## config.mk

```make
export PLATFORM = sky130hd
export DESIGN_NAME = hashed_page_table_chained_top_flat
export DESIGN_NICKNAME = d
export VERILOG_FILES = /design/src/rtl/core/hpt_pkg.sv /design/src/rtl/core/hpt_req_if.sv /design/src/rtl/core/hpt_rsp_if.sv /design/src/rtl/core/hashed_page_table_chained_top.sv /design/src/rtl/core/hpt_ram.sv /design/src/rtl/core/hpt_ctrl.sv /design/src/rtl/core/hpt_dp.sv /design/src/flat_wrapper.sv
export SDC_FILE = /design/constraint.sdc
export NUM_CORES = 2
export LEC_CHECK = 0
export ABC_AREA = 1
export BUFFER_PORTS_ARGS = -buffer_cell sky130_fd_sc_hd__buf_2
export CAP_MARGIN = 20
export CORE_MARGIN = 3
export CORE_UTILIZATION = 25
export DETAILED_ROUTE_END_ITERATION = 7
export SLEW_MARGIN = 20
export SYNTH_ARGS = -nofsm -noshare
export SYNTH_HDL_FRONTEND = slang
export SYNTH_HIERARCHICAL = 1
export SYNTH_SLANG_ARGS = --single-unit
```

## constraint.sdc

```tcl
create_clock -name clk -period 7.65 [get_ports clk]
set_input_delay 1.53 -clock clk [delete_from_list [all_inputs] [get_ports clk]]
set_output_delay 1.53 -clock clk [all_outputs]
set_load 0.1 [all_outputs]
```

## src/rtl/core/hpt_pkg.sv

```systemverilog
// ----------------------------------------------------------------------------
// hpt_pkg
// Shared constants, codes and structs of the chained hashed page table.
// ----------------------------------------------------------------------------
`default_nettype none

package hpt_pkg;

    localparam int BUCKETS    = 10;
    localparam int POOL_NODES = 64;

    localparam int PAGE_W  = 20;
    localparam int FRAME_W = 16;

    // bucket index and node index widths
    localparam int BKT_W  = (BUCKETS > 1) ? $clog2(BUCKETS) : 1;
    localparam int NODE_W = (POOL_NODES > 1) ? $clog2(POOL_NODES) : 1;
    localparam int USED_W = $clog2(POOL_NODES + 1);

    // bucket hash: reciprocal multiply for the quotient, then multiply-subtract
    // for the remainder, each a registered step; exact for every page number since
    // 2^HASH_SHIFT >= 2^PAGE_W * BUCKETS
    localparam int HASH_STEPS = 2;
    localparam int HCNT_W     = (HASH_STEPS > 1) ? $clog2(HASH_STEPS) : 1;
    localparam int HASH_SHIFT = PAGE_W + BKT_W;
    localparam int MUL_W      = HASH_SHIFT + 1;
    localparam int PROD_W     = PAGE_W + MUL_W;
    localparam logic [MUL_W-1:0] HASH_MUL =
        MUL_W'(((64'd1 << HASH_SHIFT) + 64'(BUCKETS - 1)) / 64'(BUCKETS));

    localparam logic CMD_INSERT    = 1'b0;
    localparam logic CMD_TRANSLATE = 1'b1;

    typedef enum logic [1:0] {
        ST_INSERTED = 2'd0,
        ST_FULL     = 2'd1,
        ST_HIT      = 2'd2,
        ST_FAULT    = 2'd3
    } status_t;

    typedef enum logic [2:0] {
        S_IDLE,
        S_HASH,
        S_INSERT,
        S_WALK,
        S_CMP,
        S_RESULT
    } state_t;

    typedef struct packed {
        logic [PAGE_W-1:0]  page;
        logic [FRAME_W-1:0] frame;
        logic               link_valid;
        logic [NODE_W-1:0]  link;
    } node_t;

    typedef struct packed {
        logic    accept;
        logic    hash_step;
        logic    rd_head;
        logic    rd_link;
        logic    do_insert;
        logic    set_result;
        status_t res_code;
        logic    load_out;
    } ctl_t;

    typedef struct packed {
        logic is_translate;
        logic hash_last;
        logic pool_full;
        logic head_valid;
        logic match;
        logic link_valid;
        logic out_free;
    } dp_stat_t;

endpackage

`default_nettype wire

```

## src/rtl/core/hpt_req_if.sv

```systemverilog
// ----------------------------------------------------------------------------
// hpt_req_if
// Request channel: insert or translate command with its page and frame.
// ----------------------------------------------------------------------------
`default_nettype none

interface hpt_req_if import hpt_pkg::*; ();
    logic               valid;
    logic               ready;
    logic               command;
    logic [PAGE_W-1:0]  page_number;
    logic [FRAME_W-1:0] frame_in;

    modport source (output valid, command, page_number, frame_in, input ready);
    modport sink   (input valid, command, page_number, frame_in, output ready);
endinterface

`default_nettype wire

```

## src/rtl/core/hpt_rsp_if.sv

```systemverilog
// ----------------------------------------------------------------------------
// hpt_rsp_if
// Response channel: status code and translated frame.
// ----------------------------------------------------------------------------
`default_nettype none

interface hpt_rsp_if import hpt_pkg::*; ();
    logic               valid;
    logic               ready;
    logic [1:0]         status;
    logic [FRAME_W-1:0] frame_out;

    modport source (output valid, status, frame_out, input ready);
    modport sink   (input valid, status, frame_out, output ready);
endinterface

`default_nettype wire

```

## src/rtl/core/hashed_page_table_chained_top.sv

```systemverilog
// ----------------------------------------------------------------------------
// hashed_page_table_chained_top
// Hashed page table with chained buckets over a fixed node pool.
// ----------------------------------------------------------------------------
// Usage:
//   req carries one item: command (insert or translate), page_number and
//   frame_in. rsp returns one item per request: status and frame_out.
//   The bucket is page_number modulo BUCKETS, formed by a reciprocal multiply
//   and then a multiply-subtract. An insert pushes a pool node on the head
//   of its bucket's chain; a translate walks the chain one node per cycle
//   through the pool RAM's registered read port, so the walk sets the cost
//   of a translate.
//   A translate compares up to POOL_NODES nodes of its chain, and none
//   when its bucket is empty. One item is in work at a time; req.ready
//   rises again the cycle after the result moves to the output register,
//   so a new request is taken only once the last one is done.
//   The output register holds a finished result while rsp.ready is low; the
//   next request is accepted and processed meanwhile and waits at its end
//   until the output register frees.
//   Reset empties all bucket heads and the pool count; pool contents are
//   left as they are and are only read through links that inserts wrote.
// ----------------------------------------------------------------------------
`default_nettype none

module hashed_page_table_chained_top import hpt_pkg::*; (
    input  wire logic  clk,
    input  wire logic  rst_n,
    hpt_req_if.sink    req,
    hpt_rsp_if.source  rsp
);

    ctl_t     ctl;
    dp_stat_t st;

    hpt_ctrl u_ctrl (
        .clk       (clk),
        .rst_n     (rst_n),
        .req_valid (req.valid),
        .st        (st),
        .ctl       (ctl),
        .req_ready (req.ready)
    );

    hpt_dp u_dp (
        .clk        (clk),
        .rst_n      (rst_n),
        .ctl        (ctl),
        .st         (st),
        .in_command (req.command),
        .in_page    (req.page_number),
        .in_frame   (req.frame_in),
        .out_valid  (rsp.valid),
        .out_ready  (rsp.ready),
        .out_status (rsp.status),
        .out_frame  (rsp.frame_out)
    );

endmodule

`default_nettype wire

```

## src/rtl/core/hpt_ram.sv

```systemverilog
// ----------------------------------------------------------------------------
// hpt_ram
// Generic single-port-write, single-port-read RAM with registered read data.
// ----------------------------------------------------------------------------
`default_nettype none

module hpt_ram #(
    parameter int WIDTH = 8,
    parameter int DEPTH = 16
) (
    input  wire logic                                      clk,
    input  wire logic                                      wr_en,
    input  wire logic [((DEPTH > 1) ? $clog2(DEPTH) : 1)-1:0] wr_addr,
    input  wire logic [WIDTH-1:0]                          wr_data,
    input  wire logic                                      rd_en,
    input  wire logic [((DEPTH > 1) ? $clog2(DEPTH) : 1)-1:0] rd_addr,
    output logic      [WIDTH-1:0]                          rd_data
);

    logic [WIDTH-1:0] mem [DEPTH];

    always_ff @(posedge clk)
    begin
        if (wr_en)
        begin
            mem[wr_addr] <= wr_data;
        end
        if (rd_en)
        begin
            rd_data <= mem[rd_addr];
        end
    end

endmodule

`default_nettype wire

```

## src/rtl/core/hpt_ctrl.sv

```systemverilog
// ----------------------------------------------------------------------------
// hpt_ctrl
// Sequencer: accept, hash, insert or chain walk, then hand off the result.
// ----------------------------------------------------------------------------
`default_nettype none

module hpt_ctrl import hpt_pkg::*; (
    input  wire logic     clk,
    input  wire logic     rst_n,
    input  wire logic     req_valid,
    input  wire dp_stat_t st,
    output ctl_t          ctl,
    output logic          req_ready
);

    state_t state_reg;
    state_t state_next;

    always_ff @(posedge clk or negedge rst_n)
    begin
        if (!rst_n)
        begin
            state_reg <= S_IDLE;
        end
        else
        begin
            state_reg <= state_next;
        end
    end

    always_comb
    begin
        state_next = state_reg;
        unique case (state_reg)
            S_IDLE:
            begin
                if (req_valid)
                begin
                    state_next = S_HASH;
                end
            end
            S_HASH:
            begin
                if (st.hash_last)
                begin
                    state_next = st.is_translate ? S_WALK : S_INSERT;
                end
            end
            S_INSERT:
            begin
                state_next = S_RESULT;
            end
            S_WALK:
            begin
                state_next = st.head_valid ? S_CMP : S_RESULT;
            end
            S_CMP:
            begin
                if (st.match || !st.link_valid)
                begin
                    state_next = S_RESULT;
                end
            end
            S_RESULT:
            begin
                if (st.out_free)
                begin
                    state_next = S_IDLE;
                end
            end
            default:
            begin
                state_next = S_IDLE;
            end
        endcase
    end

    always_comb
    begin
        ctl       = '0;
        req_ready = 1'b0;
        unique case (state_reg)
            S_IDLE:
            begin
                req_ready  = 1'b1;
                ctl.accept = req_valid;
            end
            S_HASH:
            begin
                ctl.hash_step = 1'b1;
            end
            S_INSERT:
            begin
                ctl.set_result = 1'b1;
                if (st.pool_full)
                begin
                    ctl.res_code = ST_FULL;
                end
                else
                begin
                    ctl.do_insert = 1'b1;
                    ctl.res_code  = ST_INSERTED;
                end
            end
            S_WALK:
            begin
                if (st.head_valid)
                begin
                    ctl.rd_head = 1'b1;
                end
                else
                begin
                    ctl.set_result = 1'b1;
                    ctl.res_code   = ST_FAULT;
                end
            end
            S_CMP:
            begin
                priority if (st.match)
                begin
                    ctl.set_result = 1'b1;
                    ctl.res_code   = ST_HIT;
                end
                else if (st.link_valid)
                begin
                    // follow the link to the next older node
                    ctl.rd_link = 1'b1;
                end
                else
                begin
                    ctl.set_result = 1'b1;
                    ctl.res_code   = ST_FAULT;
                end
            end
            S_RESULT:
            begin
                ctl.load_out = st.out_free;
            end
            default:
            begin
                ctl = '0;
            end
        endcase
    end

endmodule

`default_nettype wire

```

## src/rtl/core/hpt_dp.sv

```systemverilog
// ----------------------------------------------------------------------------
// hpt_dp
// Datapath: item latch, bucket hash, bucket heads, node pool, output register.
// ----------------------------------------------------------------------------
`default_nettype none

module hpt_dp import hpt_pkg::*; (
    input  wire logic         clk,
    input  wire logic         rst_n,
    input  wire ctl_t         ctl,
    output dp_stat_t          st,
    input  wire logic         in_command,
    input  wire logic [PAGE_W-1:0]  in_page,
    input  wire logic [FRAME_W-1:0] in_frame,
    output logic              out_valid,
    input  wire logic         out_ready,
    output logic [1:0]        out_status,
    output logic [FRAME_W-1:0] out_frame
);

    logic               cmd_reg;
    logic [PAGE_W-1:0]  page_reg;
    logic [FRAME_W-1:0] frame_reg;
    logic [PROD_W-1:0]  prod_reg;
    logic [BKT_W-1:0]   rem_reg;
    logic [HCNT_W-1:0]  hcnt_reg;

    logic               head_valid_reg [BUCKETS];
    logic [NODE_W-1:0]  head_reg [BUCKETS];
    logic [USED_W-1:0]  used_reg;

    status_t            res_code_reg;
    logic [FRAME_W-1:0] res_frame_reg;
    logic               out_valid_reg;
    status_t            out_status_reg;
    logic [FRAME_W-1:0] out_frame_reg;

    logic [PAGE_W-1:0]  quot;
    logic [PAGE_W-1:0]  rem_full;
    logic [BKT_W-1:0]   rem_next;
    node_t              wr_node;
    node_t              rd_node;
    logic [$bits(node_t)-1:0] rd_word;
    logic               rd_en;
    logic [NODE_W-1:0]  rd_addr;

    assign quot     = prod_reg[HASH_SHIFT +: PAGE_W];
    assign rem_full = page_reg - quot * PAGE_W'(BUCKETS);
    assign rem_next = rem_full[BKT_W-1:0];
    assign rd_node  = node_t'(rd_word);

    assign wr_node.page       = page_reg;
    assign wr_node.frame      = frame_reg;
    assign wr_node.link_valid = head_valid_reg[rem_reg];
    assign wr_node.link       = head_reg[rem_reg];

    assign rd_en   = ctl.rd_head | ctl.rd_link;
    assign rd_addr = ctl.rd_head ? head_reg[rem_reg] : rd_node.link;

    hpt_ram #(
        .WIDTH ($bits(node_t)),
        .DEPTH (POOL_NODES)
    ) u_pool (
        .clk     (clk),
        .wr_en   (ctl.do_insert),
        .wr_addr (used_reg[NODE_W-1:0]),
        .wr_data (wr_node),
        .rd_en   (rd_en),
        .rd_addr (rd_addr),
        .rd_data (rd_word)
    );

    // control state
    always_ff @(posedge clk or negedge rst_n)
    begin
        if (!rst_n)
        begin
            for (int i = 0; i < BUCKETS; i++)
            begin
                head_valid_reg[i] <= 1'b0;
            end
            used_reg      <= '0;
            out_valid_reg <= 1'b0;
        end
        else
        begin
            if (ctl.do_insert)
            begin
                head_valid_reg[rem_reg] <= 1'b1;
                used_reg                <= used_reg + USED_W'(1);
            end
            if (ctl.load_out)
            begin
                out_valid_reg <= 1'b1;
            end
            else if (out_ready)
            begin
                out_valid_reg <= 1'b0;
            end
        end
    end

    // payload
    always_ff @(posedge clk)
    begin
        if (ctl.accept)
        begin
            cmd_reg   <= in_command;
            page_reg  <= in_page;
            frame_reg <= in_frame;
            hcnt_reg  <= '0;
        end
        if (ctl.hash_step)
        begin
            // first step forms the product, second step the remainder
            prod_reg  <= PROD_W'(page_reg) * PROD_W'(HASH_MUL);
            rem_reg   <= rem_next;
            hcnt_reg  <= hcnt_reg + HCNT_W'(1);
        end
        if (ctl.do_insert)
        begin
            head_reg[rem_reg] <= used_reg[NODE_W-1:0];
        end
        if (ctl.set_result)
        begin
            res_code_reg  <= ctl.res_code;
            res_frame_reg <= (ctl.res_code == ST_HIT) ? rd_node.frame : '0;
        end
        if (ctl.load_out)
        begin
            out_status_reg <= res_code_reg;
            out_frame_reg  <= res_frame_reg;
        end
    end

    assign st.is_translate = (cmd_reg == CMD_TRANSLATE);
    assign st.hash_last    = (hcnt_reg == HCNT_W'(HASH_STEPS - 1));
    assign st.pool_full    = (used_reg == USED_W'(POOL_NODES));
    assign st.head_valid   = head_valid_reg[rem_reg];
    assign st.match        = (rd_node.page == page_reg);
    assign st.link_valid   = rd_node.link_valid;
    assign st.out_free     = !out_valid_reg || out_ready;

    assign out_valid  = out_valid_reg;
    assign out_status = out_status_reg;
    assign out_frame  = out_frame_reg;

endmodule

`default_nettype wire
```

## src/flat_wrapper.sv

```systemverilog
// flat-port wrapper written by rule: the top's interface ports become plain ports
module hashed_page_table_chained_top_flat import hpt_pkg::*;
  (clk, rst_n, req_valid, req_command, req_page_number, req_frame_in, req_ready, rsp_valid, rsp_status, rsp_frame_out, rsp_ready);
  hpt_req_if req_i ();
  hpt_rsp_if rsp_i ();
  input  wire logic clk;
  input  wire logic rst_n;
  input wire logic [$bits(req_i.valid)-1:0] req_valid;
  input wire logic [$bits(req_i.command)-1:0] req_command;
  input wire logic [$bits(req_i.page_number)-1:0] req_page_number;
  input wire logic [$bits(req_i.frame_in)-1:0] req_frame_in;
  output wire logic [$bits(req_i.ready)-1:0] req_ready;
  output wire logic [$bits(rsp_i.valid)-1:0] rsp_valid;
  output wire logic [$bits(rsp_i.status)-1:0] rsp_status;
  output wire logic [$bits(rsp_i.frame_out)-1:0] rsp_frame_out;
  input wire logic [$bits(rsp_i.ready)-1:0] rsp_ready;
  assign req_i.valid = req_valid;
  assign req_i.command = req_command;
  assign req_i.page_number = req_page_number;
  assign req_i.frame_in = req_frame_in;
  assign req_ready = req_i.ready;
  assign rsp_valid = rsp_i.valid;
  assign rsp_status = rsp_i.status;
  assign rsp_frame_out = rsp_i.frame_out;
  assign rsp_i.ready = rsp_ready;
  hashed_page_table_chained_top u_core (.clk(clk), .rst_n(rst_n), .req(req_i), .rsp(rsp_i));
endmodule
```

==> flow_summary.json <==
{
  "outcome": "complete, no violations",
  "number_of_standard_cells_after_synthesis": 10210,
  "hold_ws_ps": 416.4,
  "post_synth_main_area_contributors": "edfxtp_1 71%, nand3_1 11%, nand2_1 9.7%",
  "leakage_power_nw": 49.68,
  "routed_wire_length_per_instance_um": 22.19,
  "power.total_mw": 51.31,
  "yosysWarningCount": 6,
  "postLayoutSetupSlackWorst_ps": 1741,
  "synth.area.mux_share": 0.0004864,
  "globalRoute.totalOverflow": 0,
  "finalCoreUtilization": 0.2878,
  "switching_share": 0.3573,
  "final_antenna_net_count": 0,
  "detail_route.drc_violations": 0,
  "tot_gr_track_use": 0.1445,
  "fp-row-count": 257,
  "fin_nets": 10485,
  "largest_register_ff_count": 2752,
  "die-width_um": 708.8,
  "synth_seq_cells": 2961,
  "cts_setup_buffers": 0,
  "clock-root-buffer": "clkbuf_16",
  "most_frequent_cells_after_synthesis": "3182 x nand2_1, 2936 x edfxtp_1, 2592 x nand3_1",
  "cts_max_level": 5,
  "synth_area_leader_cell": "edfxtp_1",
  "crit_path_end_kind": "flip-flop",
  "clock_sinks": 2961,
  "internal_power_mw": 32.98,
  "cts.repair.resized": 0,
  "async_reset_ff_frac": 0.007092,
  "worst-endpoint-required_ps": 8270,
  "finalSetupViolCount": 0,
  "synthesis.nets": 10480,
  "vdd_drop_max_v": 0.001030,
  "via_count": 81292,
  "placed_cells_incl_taps": 16394,
  "rrSetupSlack_ps": 1740,
  "maxSlewHeadroom": 0.1805,
  "yosys.area_share.xor_xnor": 0.002969,
  "post-synth-top-count-cell": "nand2_1",
  "initial_utilization": 0.2515,
  "critical_path_arrival_ps": 6530,
  "total_power_density_per_cell_area_nw_per_um2": 363.1,
  "final_hold_viol_count": 0,
  "syn-mean-instance-area_um2": 12.09,
  "p_clk_frac": 0.275,
  "combined_area_of_the_multi_input_logic_cells_um2": 30930,
  "drive_above_1_share": 0.07977,
  "reg2reg_from": "u_core/u_dp/page_reg[4]$_DFFE_PP_",
  "design.die.area_um2": 502400,
  "synth-edff-count": 2936,
  "r2r_end": "u_core/u_dp/prod_reg[26]$_DFFE_PP_",
  "cts_inserted_buffers": 292,
  "synth.lib_cells_used.distinct": 44,
  "post_cts_hold_buffer_count": 0,
  "seq_power_share": 0.384,
  "post_synth_and_or_nand_nor_area_fraction": 0.2082,
  "synth_top_cell_area_share": 0.7140,
  "final_cell_count_without_fillers": 16924,
  "detailed_placer_s_ending_hpwl_um": 200900,
  "seqCellArea_um2": 88770,
  "tightest_slew_ps": 1229,
  "insertion_delay_ps": 880,
  "synth_compound_gate_area_share": 0.005107,
  "die_y_um": 708.8,
  "fmaxAchievable_mhz": 169.2,
  "min_path_type": "flip-flop to flip-flop",
  "core-area_um2": 491000,
  "period_minus_slack_ps": 5909,
  "final_min_period_over_clock_period": 0.7724,
  "finalWirelength_um": 375600,
  "cts.clk_slew.worst_paths_ps": 70,
  "setup_tns_ps": 0,
  "maxSlewViolCount": 0,
  "cts_tree": "done",
  "grt_antenna_before_repair": 13,
  "area_growth_pct": 14.45,
  "grt_pass1_wl_um": 541200,
  "filler_cell_count": 49390,
  "first_pass_iteration_count_of_the_detailed_router": 6,
  "count_of_pins_on_the_block_boundary": 61,
  "path_class": "flip-flop to flip-flop",
  "place_ws_ps": 1785,
  "initial_drt_markers": 10676,
  "power_switching_mw": 18.33,
  "ys_seq_area_frac": 0.7189,
  "area_of_the_mapped_netlist_um2": 123500,
  "path_max_fanout": 22,
  "max_cap_violations": 0,
  "hold_depth": 0,
  "grt_max_degree": 180,
  "finClkSkew_ps": 51.52,
  "placement.io_buffers": 60,
  "timing.critical_path.from_type": "flip-flop",
  "detail_route.vias_per_cell": 4.803,
  "placed_cell_area_um2": 132100,
  "final_area_um2": 141300,
  "min_delay_worst_endpoint": "u_core/u_dp/out_frame[11]$_DFFE_PP_",
  "synth_fa_ha_area_frac": 0.02886,
  "synth_flop_cell": "edfxtp_1",
  "first_global_vias": 75681,
  "dominant_combinational_cell_family_by_area_after_synthesis": "simple AND/OR/NAND/NOR gates",
  "grt_setup_unrepaired": "no",
  "clock_tree.buffer_depth": 4,
  "globalplace.congestion": 0.8417,
  "hp-start": "u_core/u_dp/res_frame_reg[11]$_SDFFCE_PP0P_",
  "power.share.combinational": 0.341,
  "worst_r2r_path_depth": 20
}
==> power by group through the flow <==
stage / Combinational [mW] / Clock (mW) / Sequential (mW)
2_1_floorplan: 11.6 / 0 / 20.4
3_5_place_dp: 17.4 / 0 / 20.1
3_3_place_gp: 17.5 / 0 / 20.0
5_1_grt: 19.7 / 14.9 / 19.7
4_1_cts: 17.5 / 14.3 / 19.7
6_report: 17.5 / 14.1 / 19.7
==> placed cells by master, fill, tap and decap left out, types with 60 or more instances in the layout <==
cell type / synthesis / routed
nand2_1: 3182 / 3176
clkbuf_16: 0 / 301
ha_1: 136 / 136
clkinv_1: 1 / 62
buf_12: 0 / 60
fa_1: 93 / 93
inv_1: 293 / 292
clkbuf_1: 116 / 62
nand3_1: 2592 / 2590
buf_4: 62 / 204
buf_2: 331 / 60
edfxtp_1: 2936 / 2936
==> per-layer routing <==
layer	vias up	wire length (um)	GRT usage
li1	36040	-	-
met1	40730	158300	0.2088
met2	4006	171300	0.2246
met3	514	36340	0.02052
met4	2	9661	0.04202
met5	-	13	0
==> worst max-delay path: stages (launching register included) <==
cell	delay, ps
edfxtp_1	830
ha_1	410
xor2_1	340
ha_1	310
inv_1	80
fa_1	420
fa_1	540
fa_1	530
fa_1	600
inv_1	50
ha_1	300
ha_1	380
nand2_1	90
nor2_1	140
nand4_1	130
nor2_1	120
nand2_1	70
nand3_1	140
inv_1	60
nand3_1	70
nand2_1	50
==> logic make-up (layout without fill, tap and decap cells) <==
| kind of cell | Yosys count | after routing |
|---|---|---|
| and+or+nand+nor | 5945 | 5945 |
| muxes | 6 | 6 |
| adders and majority gates | 229 | 229 |
| AOI/OAI and AO/OA | 109 | 109 |
| buffers and inverters | 919 | 1151 |
| xor gates and xnor gates | 41 | 41 |
| DFF | 2961 | 2961 |
| other | 0 | 7 |
==> how the worst max path moves through the flow <==
stage / from / end / slack [ps] / depth (start not counted)
2_1_floorplan: u_core/u_dp/used_reg[0]$_DFFE_PN0P_ / u_core/u_dp/u_pool/mem[48][0]$_DFFE_PP_ / 1370 / 8
3_3_place_gp: u_core/u_dp/page_reg[4]$_DFFE_PP_ / u_core/u_dp/prod_reg[26]$_DFFE_PP_ / 1830 / 20
3_5_place_dp: u_core/u_dp/page_reg[4]$_DFFE_PP_ / u_core/u_dp/prod_reg[26]$_DFFE_PP_ / 1780 / 20
4_1_cts: u_core/u_dp/page_reg[4]$_DFFE_PP_ / u_core/u_dp/prod_reg[26]$_DFFE_PP_ / 1750 / 20
5_1_grt: u_core/u_dp/page_reg[4]$_DFFE_PP_ / u_core/u_dp/prod_reg[26]$_DFFE_PP_ / 1510 / 20
6_report: u_core/u_dp/page_reg[4]$_DFFE_PP_ / u_core/u_dp/prod_reg[26]$_DFFE_PP_ / 1740 / 20
==> layout make-up <==
cell class | count | share of cell area
Tap cell | 6475 | 0.05733
Clock inverter | 156 | 0.009748
Sequential cell | 2961 | 0.6282
Inverter | 301 | 0.008305
Clock buffer | 365 | 0.05514
Timing Repair Buffer | 329 | 0.02232
Antenna cell | 7 | 0.0001240
Multi-Input combinational cell | 6330 | 0.2188
No activity file was read; power rests on OpenSTA's default activity.
